<file path="config.mk">
export PLATFORM = sky130hd
export DESIGN_NAME = quadrature_position_velocity
export DESIGN_NICKNAME = d
export VERILOG_FILES = /design/src/rtl/core/qpv_pkg.sv /design/src/rtl/core/qpv_front.sv /design/src/rtl/core/qpv_back.sv /design/src/rtl/core/quadrature_position_velocity.sv
export SDC_FILE = /design/constraint.sdc
export NUM_CORES = 2
export LEC_CHECK = 0
export BUFFER_PORTS_ARGS = -buffer_cell sky130_fd_sc_hd__buf_2
export CAP_MARGIN = 20
export CORE_MARGIN = 3
export CORE_UTILIZATION = 65
export DETAILED_ROUTE_END_ITERATION = 10
export PLACE_DENSITY_LB_ADDON = 0.12
export RECOVER_POWER = 100
export SLEW_MARGIN = 30
export SYNTH_ARGS = -nofsm -noshare
export SYNTH_HDL_FRONTEND = slang
export SYNTH_SLANG_ARGS = --single-unit
</file>
<file path="constraint.sdc">
create_clock -name i_clk -period 32.1 [get_ports i_clk]
set_clock_uncertainty 0.2 [all_clocks]
set_input_delay 3.21 -clock i_clk [delete_from_list [all_inputs] [get_ports i_clk]]
set_output_delay 3.21 -clock i_clk [all_outputs]
set_load 0.03 [all_outputs]
</file>
<file path="src/rtl/core/qpv_pkg.sv">
// ----------------------------------------------------------------------------
// qpv_pkg
// Shared types and constants of the encoder position and velocity block.
// ----------------------------------------------------------------------------
package qpv_pkg;

    localparam int COUNTER_BITS_DEF = 16;
    localparam int INPUT_BITS       = 16;
    localparam int POS_BITS         = 32;
    localparam int TIME_BITS        = 32;
    localparam int INTERVAL_BITS    = 16;
    localparam int SCALE_BITS       = 20;
    localparam int PROD_BITS        = POS_BITS + SCALE_BITS + 1;
    localparam int CFG_IDX_BITS     = 1;
    localparam int CFG_DATA_BITS    = 32;

    localparam logic [CFG_IDX_BITS-1:0] REG_INTERVAL = 1'b0;
    localparam logic [CFG_IDX_BITS-1:0] REG_SCALE    = 1'b1;

    localparam logic [INTERVAL_BITS-1:0] INTERVAL_RESET = 16'd10;
    localparam logic [SCALE_BITS-1:0]    SCALE_RESET    = 20'd1000;

    typedef struct packed {
        logic signed [POS_BITS-1:0] pos_a;
        logic signed [POS_BITS-1:0] pos_b;
        logic signed [POS_BITS-1:0] delta_a;
        logic signed [POS_BITS-1:0] delta_b;
        logic                       clear_a;
        logic                       clear_b;
        logic                       update;
        logic [TIME_BITS-1:0]       elapsed;
    } t_job;

    typedef struct packed {
        logic signed [POS_BITS-1:0] pos_a;
        logic signed [POS_BITS-1:0] pos_b;
        logic signed [POS_BITS-1:0] vel_a;
        logic signed [POS_BITS-1:0] vel_b;
        logic                       updated;
    } t_result;

endpackage

</file>
<file path="src/rtl/core/qpv_front.sv">
// ----------------------------------------------------------------------------
// qpv_front
// Accepts items, tracks positions and decides when velocity is recomputed.
// ----------------------------------------------------------------------------
module qpv_front #(
    parameter int COUNTER_BITS = qpv_pkg::COUNTER_BITS_DEF
) (
    input  logic                                i_clk,
    input  logic                                i_rst_n,
    input  logic                                i_valid,
    output logic                                o_ready,
    input  logic [qpv_pkg::TIME_BITS-1:0]       i_time_ms,
    input  logic [qpv_pkg::INPUT_BITS-1:0]      i_count_a,
    input  logic [qpv_pkg::INPUT_BITS-1:0]      i_count_b,
    input  logic                                i_clear_a,
    input  logic                                i_clear_b,
    input  logic [qpv_pkg::INTERVAL_BITS-1:0]   i_interval,
    output logic                                o_job_valid,
    input  logic                                i_job_ready,
    output qpv_pkg::t_job                       o_job
);
    import qpv_pkg::*;

    localparam int CB = COUNTER_BITS;
    localparam int SW = CB + 1;
    localparam logic signed [SW-1:0] HALF = SW'((64'd1 << (CB - 1)) - 64'd1);
    localparam logic signed [SW+1:0] FULL = (SW+2)'(64'd1 << CB);

    logic [CB-1:0]        r_last_a, r_last_b;
    logic [POS_BITS-1:0]  r_acc_a, r_acc_b, r_prev_a, r_prev_b;
    logic [TIME_BITS-1:0] r_last_t;
    logic [CB-1:0]        samp_a, samp_b;
    logic [POS_BITS-1:0]  n_acc_a, n_acc_b;
    logic [TIME_BITS-1:0] elapsed;
    logic                 upd, take;

    function automatic logic [POS_BITS-1:0] fold(input logic [CB-1:0] s,
                                                 input logic [CB-1:0] l);
        logic signed [SW+1:0] st;
        st = (SW+2)'($signed({2'b00, s})) - (SW+2)'($signed({2'b00, l}));
        if (st > (SW+2)'(HALF)) st = st - FULL;
        if (st < -(SW+2)'(HALF)) st = st + FULL;
        return POS_BITS'(st);
    endfunction

    assign samp_a  = CB'(i_count_a);
    assign samp_b  = CB'(i_count_b);
    assign n_acc_a = i_clear_a ? '0 : r_acc_a + fold(samp_a, r_last_a);
    assign n_acc_b = i_clear_b ? '0 : r_acc_b + fold(samp_b, r_last_b);
    assign elapsed = i_time_ms - r_last_t;
    assign upd     = (elapsed != '0) && (elapsed >= TIME_BITS'(i_interval));
    assign o_ready = !o_job_valid || i_job_ready;
    assign take    = i_valid && o_ready;

    always_ff @(posedge i_clk) begin
        if (!i_rst_n) begin
            r_last_a <= '0; r_last_b <= '0;
            r_acc_a  <= '0; r_acc_b  <= '0;
            r_prev_a <= '0; r_prev_b <= '0;
            r_last_t <= '0;
            o_job_valid <= 1'b0;
        end else begin
            if (take) begin
                o_job_valid <= 1'b1;
                r_acc_a  <= n_acc_a;
                r_acc_b  <= n_acc_b;
                r_last_a <= i_clear_a ? '0 : samp_a;
                r_last_b <= i_clear_b ? '0 : samp_b;
                o_job.pos_a   <= n_acc_a;
                o_job.pos_b   <= n_acc_b;
                o_job.delta_a <= n_acc_a - (i_clear_a ? '0 : r_prev_a);
                o_job.delta_b <= n_acc_b - (i_clear_b ? '0 : r_prev_b);
                o_job.clear_a <= i_clear_a;
                o_job.clear_b <= i_clear_b;
                o_job.update  <= upd;
                o_job.elapsed <= elapsed;
                if (upd) begin
                    r_last_t <= i_time_ms;
                    r_prev_a <= n_acc_a;
                    r_prev_b <= n_acc_b;
                end else begin
                    if (i_clear_a) r_prev_a <= '0;
                    if (i_clear_b) r_prev_b <= '0;
                end
            end else if (o_job_valid && i_job_ready) begin
                o_job_valid <= 1'b0;
            end
        end
    end

    a_hold: assert property (@(posedge i_clk) disable iff (!i_rst_n)
        o_job_valid && !i_job_ready |=> o_job_valid && $stable(o_job))
        else $error("job changed while stalled");
    a_elapsed: assert property (@(posedge i_clk) disable iff (!i_rst_n)
        o_job_valid && o_job.update |-> o_job.elapsed != '0)
        else $error("update with zero elapsed");
    a_take: assert property (@(posedge i_clk) disable iff (!i_rst_n)
        take |=> o_job_valid)
        else $error("accepted item lost");

endmodule

</file>
<file path="src/rtl/core/qpv_back.sv">
// ----------------------------------------------------------------------------
// qpv_back
// Computes velocities with one shared multiplier and a serial divider.
// ----------------------------------------------------------------------------
module qpv_back (
    input  logic                              i_clk,
    input  logic                              i_rst_n,
    input  logic                              i_job_valid,
    output logic                              o_job_ready,
    input  qpv_pkg::t_job                     i_job,
    input  logic [qpv_pkg::SCALE_BITS-1:0]    i_scale,
    output logic                              o_valid,
    input  logic                              i_ready,
    output qpv_pkg::t_result                  o_res
);
    import qpv_pkg::*;

    localparam logic [2:0] ST_IDLE = 3'd0;
    localparam logic [2:0] ST_MUL  = 3'd1;
    localparam logic [2:0] ST_DIV  = 3'd2;
    localparam logic [2:0] ST_SAT  = 3'd3;
    localparam logic [2:0] ST_OUT  = 3'd4;
    localparam int MAG_BITS = PROD_BITS - 1;
    localparam int CNT_BITS = $clog2(MAG_BITS + 1);

    logic [2:0]             r_state;
    logic                   r_ch;
    t_job                   r_job;
    logic signed [POS_BITS-1:0] r_vel_a, r_vel_b;
    logic [MAG_BITS-1:0]    r_quo;
    logic [TIME_BITS:0]     r_rem;
    logic                   r_neg;
    logic [CNT_BITS-1:0]    r_cnt;
    logic signed [PROD_BITS-1:0] prod;
    logic signed [POS_BITS-1:0]  delta;
    logic [TIME_BITS:0]     trial;
    logic signed [POS_BITS-1:0]  sat;

    assign delta = r_ch ? r_job.delta_b : r_job.delta_a;
    assign prod  = PROD_BITS'(delta) * $signed({1'b0, i_scale});
    assign trial = {r_rem[TIME_BITS-1:0], r_quo[MAG_BITS-1]} - {1'b0, r_job.elapsed};

    always_comb begin
        if (r_quo > MAG_BITS'({1'b0, {(POS_BITS-1){1'b1}}}) + MAG_BITS'(r_neg))
            sat = r_neg ? {1'b1, {(POS_BITS-1){1'b0}}} : {1'b0, {(POS_BITS-1){1'b1}}};
        else
            sat = r_neg ? -POS_BITS'(r_quo) : POS_BITS'(r_quo);
    end

    assign o_job_ready = (r_state == ST_IDLE);

    always_ff @(posedge i_clk) begin
        if (!i_rst_n) begin
            r_state <= ST_IDLE;
            o_valid <= 1'b0;
            r_vel_a <= '0;
            r_vel_b <= '0;
        end else begin
            if (o_valid && i_ready && r_state != ST_OUT) o_valid <= 1'b0;
            unique case (r_state)
                ST_IDLE: begin
                    if (i_job_valid) begin
                        r_job <= i_job;
                        r_ch  <= 1'b0;
                        if (i_job.clear_a) r_vel_a <= '0;
                        if (i_job.clear_b) r_vel_b <= '0;
                        r_state <= i_job.update ? ST_MUL : ST_OUT;
                    end
                end
                ST_MUL: begin
                    r_neg <= prod[PROD_BITS-1];
                    r_quo <= prod[PROD_BITS-1] ? MAG_BITS'(-prod) : MAG_BITS'(prod);
                    r_rem <= '0;
                    r_cnt <= CNT_BITS'(MAG_BITS);
                    r_state <= ST_DIV;
                end
                ST_DIV: begin
                    if (!trial[TIME_BITS]) begin
                        r_rem <= trial;
                        r_quo <= {r_quo[MAG_BITS-2:0], 1'b1};
                    end else begin
                        r_rem <= {r_rem[TIME_BITS-1:0], r_quo[MAG_BITS-1]};
                        r_quo <= {r_quo[MAG_BITS-2:0], 1'b0};
                    end
                    r_cnt <= r_cnt - 1'b1;
                    if (r_cnt == CNT_BITS'(1)) r_state <= ST_SAT;
                end
                ST_SAT: begin
                    if (r_ch) r_vel_b <= sat; else r_vel_a <= sat;
                    r_ch    <= 1'b1;
                    r_state <= r_ch ? ST_OUT : ST_MUL;
                end
                ST_OUT: begin
                    if (!o_valid || i_ready) begin
                        o_valid       <= 1'b1;
                        o_res.pos_a   <= r_job.pos_a;
                        o_res.pos_b   <= r_job.pos_b;
                        o_res.vel_a   <= r_vel_a;
                        o_res.vel_b   <= r_vel_b;
                        o_res.updated <= r_job.update;
                        r_state       <= ST_IDLE;
                    end
                end
                default: r_state <= ST_IDLE;
            endcase
        end
    end

    a_out: assert property (@(posedge i_clk) disable iff (!i_rst_n)
        o_valid && !i_ready |=> o_valid && $stable(o_res))
        else $error("result changed while stalled");
    a_cnt: assert property (@(posedge i_clk) disable iff (!i_rst_n)
        r_state == ST_DIV |-> r_cnt != '0)
        else $error("divider count underflow");
    a_clr: assert property (@(posedge i_clk) disable iff (!i_rst_n)
        r_state == ST_OUT && r_job.clear_a |-> r_vel_a == '0)
        else $error("cleared channel has velocity");

endmodule

</file>
<file path="src/rtl/core/quadrature_position_velocity.sv">
// ----------------------------------------------------------------------------
// quadrature_position_velocity
// Two-channel encoder position accumulator with velocity estimate.
// ----------------------------------------------------------------------------
// Input channel (i_valid/o_ready) carries a ms timestamp, two raw counter
// samples and two clear flags; output channel (o_valid/i_ready) returns one
// result per item: both positions, both velocities and an update flag.
// The front stage folds sample steps into the positions and
// hands a job to the back stage through a one-entry register.
// The back stage runs one signed multiply and a 52-step restoring divider
// per channel when velocity is due, and accepts no new job until it has
// handed out the result of the current one.
// Configuration writes (i_cfg_valid/o_cfg_ready) are always taken:
// index 0 is the update interval, index 1 the velocity scale.
// Reset clears accumulators and velocities; interval 10 ms, scale 1000.
// A stalled receiver holds the result; the back stage finishes one more job,
// the front holds one more, then the input stalls.
// ----------------------------------------------------------------------------
module quadrature_position_velocity #(
    parameter int COUNTER_BITS = qpv_pkg::COUNTER_BITS_DEF
) (
    input  logic                                   i_clk,
    input  logic                                   i_rst_n,
    input  logic                                   i_valid,
    output logic                                   o_ready,
    input  logic [qpv_pkg::TIME_BITS-1:0]          i_time_ms,
    input  logic [qpv_pkg::INPUT_BITS-1:0]         i_count_a,
    input  logic [qpv_pkg::INPUT_BITS-1:0]         i_count_b,
    input  logic                                   i_clear_a,
    input  logic                                   i_clear_b,
    output logic                                   o_valid,
    input  logic                                   i_ready,
    output logic signed [qpv_pkg::POS_BITS-1:0]    o_position_a,
    output logic signed [qpv_pkg::POS_BITS-1:0]    o_position_b,
    output logic signed [qpv_pkg::POS_BITS-1:0]    o_velocity_a,
    output logic signed [qpv_pkg::POS_BITS-1:0]    o_velocity_b,
    output logic                                   o_velocity_updated,
    input  logic                                   i_cfg_valid,
    output logic                                   o_cfg_ready,
    input  logic [qpv_pkg::CFG_IDX_BITS-1:0]       i_cfg_index,
    input  logic [qpv_pkg::CFG_DATA_BITS-1:0]      i_cfg_data
);
    import qpv_pkg::*;

    logic [INTERVAL_BITS-1:0] r_interval;
    logic [SCALE_BITS-1:0]    r_scale;
    logic    job_valid, job_ready;
    t_job    job;
    t_result res;

    assign o_cfg_ready = 1'b1;

    always_ff @(posedge i_clk) begin
        if (!i_rst_n) begin
            r_interval <= INTERVAL_RESET;
            r_scale    <= SCALE_RESET;
        end else if (i_cfg_valid) begin
            unique case (i_cfg_index)
                REG_INTERVAL: r_interval <= i_cfg_data[INTERVAL_BITS-1:0];
                REG_SCALE:    r_scale    <= i_cfg_data[SCALE_BITS-1:0];
                default: ;
            endcase
        end
    end

    qpv_front #(.COUNTER_BITS(COUNTER_BITS)) u_front (
        .i_clk, .i_rst_n, .i_valid, .o_ready, .i_time_ms, .i_count_a,
        .i_count_b, .i_clear_a, .i_clear_b, .i_interval(r_interval),
        .o_job_valid(job_valid), .i_job_ready(job_ready), .o_job(job)
    );

    qpv_back u_back (
        .i_clk, .i_rst_n, .i_job_valid(job_valid), .o_job_ready(job_ready),
        .i_job(job), .i_scale(r_scale), .o_valid, .i_ready, .o_res(res)
    );

    assign o_position_a       = res.pos_a;
    assign o_position_b       = res.pos_b;
    assign o_velocity_a       = res.vel_a;
    assign o_velocity_b       = res.vel_b;
    assign o_velocity_updated = res.updated;

endmodule

</file>
==> flow_metrics.tcl <==
set metrics [dict create \
    area.sequential_um2 22300 \
    tightest_slew_ns 4.71 \
    synthXorXnorAreaFrac 0.0331 \
    placed_cell_area_um2 68700 \
    reg2reg_depth 30 \
    cts.path.max_buffers 3 \
    gp_routability_congestion 0.920 \
    max-cap-violations 23 \
    critPathCaptureType "flip-flop" \
    synth.top_cell.area_share 0.246 \
    crit_path_start_kind "flip-flop" \
    post_cts_resized 0 \
    dpl_worst_slack_ns 21.14 \
    first_global_vias 49400 \
    ys_ff_latch 842 \
    synth_area_leaders "edfxtp_1 (25%), fa_1 (19%), dfxtp_1 (8.9%)" \
    critPathMaxFanout 45 \
    postCtsSetupBuffers 0 \
    hold_path_depth 0 \
    worst_ep_required_time_ns 32.22 \
    final_area_um2 71500 \
    synth_mux_area_frac 0.0186 \
    drtIter0Drc 3533 \
    wl_per_cell_um 19.0 \
    initial_utilization 0.660 \
    synth_cell_types 108 \
    syn_avg_cell_area_um2 9.81 \
    setup_tns_ns 0 \
    slowest_delay_ns 1.55 \
    worst-setup-path-type "reg2reg" \
    grt_remaining_overflow 0 \
    cts_tree "built" \
    drc 0 \
    htreeDepth 3 \
    place_hpwl_mm 118 \
    cp_slowest_cell "clkbuf_1" \
    violations "max-capacitance violations, max-slew violations" \
    antenna_found_initial 9 \
    insertion_delay_ns 0.67 \
    relSlewSlack -2.16 \
    num-nets-final 8017 \
    synth-compound-area-share 0.130 \
    ys_async_sr_fraction 0 \
    multi_input_area_um2 39800 \
    vias 49100 \
    drt-vias-per-instance 5.92 \
    chipHeight_um 326 \
    dr.pass1.iters 6 \
    num_io_pins 236 \
    period_share 0.398 \
    synth_commonest_cells "nand2_1 (901), inv_1 (834), fa_1 (643), edfxtp_1 (545), ha_1 (412)" \
    synth_top_family_by_area "adder cells" \
    report.final.hold_viol_count 0 \
    hold_buffers 0 \
    setup_viol 0 \
    clk_pin_slew_worst_paths_ns 0.06 \
    syn_area_um2 66400 \
    crit_arrival_ns 12.91 \
    ys_warn_count 0 \
    yosysMostFrequentCell "nand2_1" \
    nFillCells 7641 \
    yosysSeqAreaShare 0.336 \
    worstHoldPathType "reg2reg" \
    coreArea_um2 101000 \
    totalWireLength_mm 157 \
    rows 116 \
    antenna_left 0 \
    fmax_mhz 78.2 \
    grt_usage 0.300 \
    setup_ws_ns 19.31 \
    final_util 0.710 \
    io_buffers 222 \
    cts_buffers 89 \
    cts-root-buf "clkbuf_16" \
    synthSimpleGateAreaFrac 0.147 \
    grt_pass1_wl_mm 259 \
    area_delta_synth_final_pct 7.63 \
    grt_start_max_net_pins 103 \
    syn_inst 6771 \
    syn-num-nets 7930 \
    period_minus_slack_ns 12.79 \
    dieArea_um2 106000 \
    drive_above_1_share 0.0518 \
    die_x_um 326 \
    crit_top_cell "fa_1" \
    status "complete, but fails checks" \
    drv_slew 1134 \
    rsz0062_at_grt "false" \
    synth_flop_cell "edfxtp_1" \
    cts.sinks 842 \
    synth_edf_count 545 \
    synthAdderAreaFrac 0.271 \
    yosys.area.top_type "edfxtp_1" \
]
-- flip-flops by register name (all words and copies together), names as in the netlist, 3 cells and up --
| signal | count |
|---|---|
| u_back.r_vel_b | 32 |
| u_front.r_acc_b | 32 |
| u_front.r_last_b | 16 |
| u_back.r_state | 3 |
| u_back.r_job | 161 |
| u_front.r_last_a | 16 |
| u_back.r_cnt | 6 |
| u_front.r_acc_a | 32 |
| r_interval | 16 |
| u_front.r_last_t | 32 |
| u_back.r_rem | 32 |
| u_front.r_prev_b | 32 |
| u_back.r_vel_a | 32 |
| r_scale | 20 |
| u_back.o_res | 129 |
| u_front.r_prev_a | 32 |
| u_back.r_quo | 52 |
| u_front.o_job | 163 |
-- cell usage in the layout (no fill, tap or decap), types with 83 or more instances in the layout --
master,count
a21oi_1,342
inv_1,835
and2_1,298
clkbuf_1,191
nand3_1,84
nand2_1,900
xnor2_1,161
ha_1,412
dfxtp_1,297
fa_1,643
edfxtp_1,545
o21ai_0,308
nor3_1,99
nor2_1,329
clkbuf_16,90
buf_2,84
a21o_1,140
xor2_1,83
-- worst max-delay path: cells and delay by family (launching register included) --
family	cells	cell delay, ns
DFF	1	0.41
xor gates and xnor gates	2	0.45
AOI/OAI and AO/OA	8	2.15
adders and majority gates	8	4.17
and+or+nand+nor	3	0.71
muxes	1	1.06
buffers and inverters	8	3.22
-- cell families (layout without fill, tap and decap cells) --
group / count (synthesis) / count (layout)
DFF: 842 / 842
adders and majority gates: 1055 / 1055
other: 1 / 4
xor gates and xnor gates: 248 / 248
buffers and inverters: 1132 / 1294
muxes: 118 / 118
AOI/OAI and AO/OA: 1313 / 1313
and+or+nand+nor: 2062 / 2062
-- stage by stage --
step                hold WS [ns]  std cells
floorplan                  0.200       6771
global placement           0.200       8123
detailed placement         0.205       8123
CTS                        0.213       8289
global route               0.219       8290
finish                     0.214       8293
-- layout make-up --
type,instances,share of cell area
clock inverters,54,0.0113
well taps,1357,0.0237
flip-flops and latches,842,0.312
multi-input cells,4797,0.557
clock buffers,112,0.0332
inverters,838,0.0440
repair buffers,290,0.0184
diodes,3,0.000105
-- worst paths after layout --
path	startpoint	endpoint	slack (ns)
worst max register to register	u_back.r_ch	u_back.r_quo[13]	19.31
worst min register to register	u_front.o_job[135]	u_back.r_job[135]	0.21
worst min-delay path	u_front.o_job[135]	u_back.r_job[135]	0.21
worst max-delay path	u_back.r_ch	u_back.r_quo[13]	19.31
-- layer usage --
| metal | wire length (µm) | global-route usage | up-vias |
|---|---|---|---|
| met5 | 44 | 0 | - |
| met4 | 5750 | 0.105 | 6 |
| met3 | 9700 | 0.0439 | 333 |
| met2 | 75500 | 0.500 | 1479 |
| met1 | 66400 | 0.404 | 24300 |
| li1 | - | - | 23000 |
Power is not shown: default switching activity piles up to over one toggle a cycle in this logic, so the estimate is an artifact.
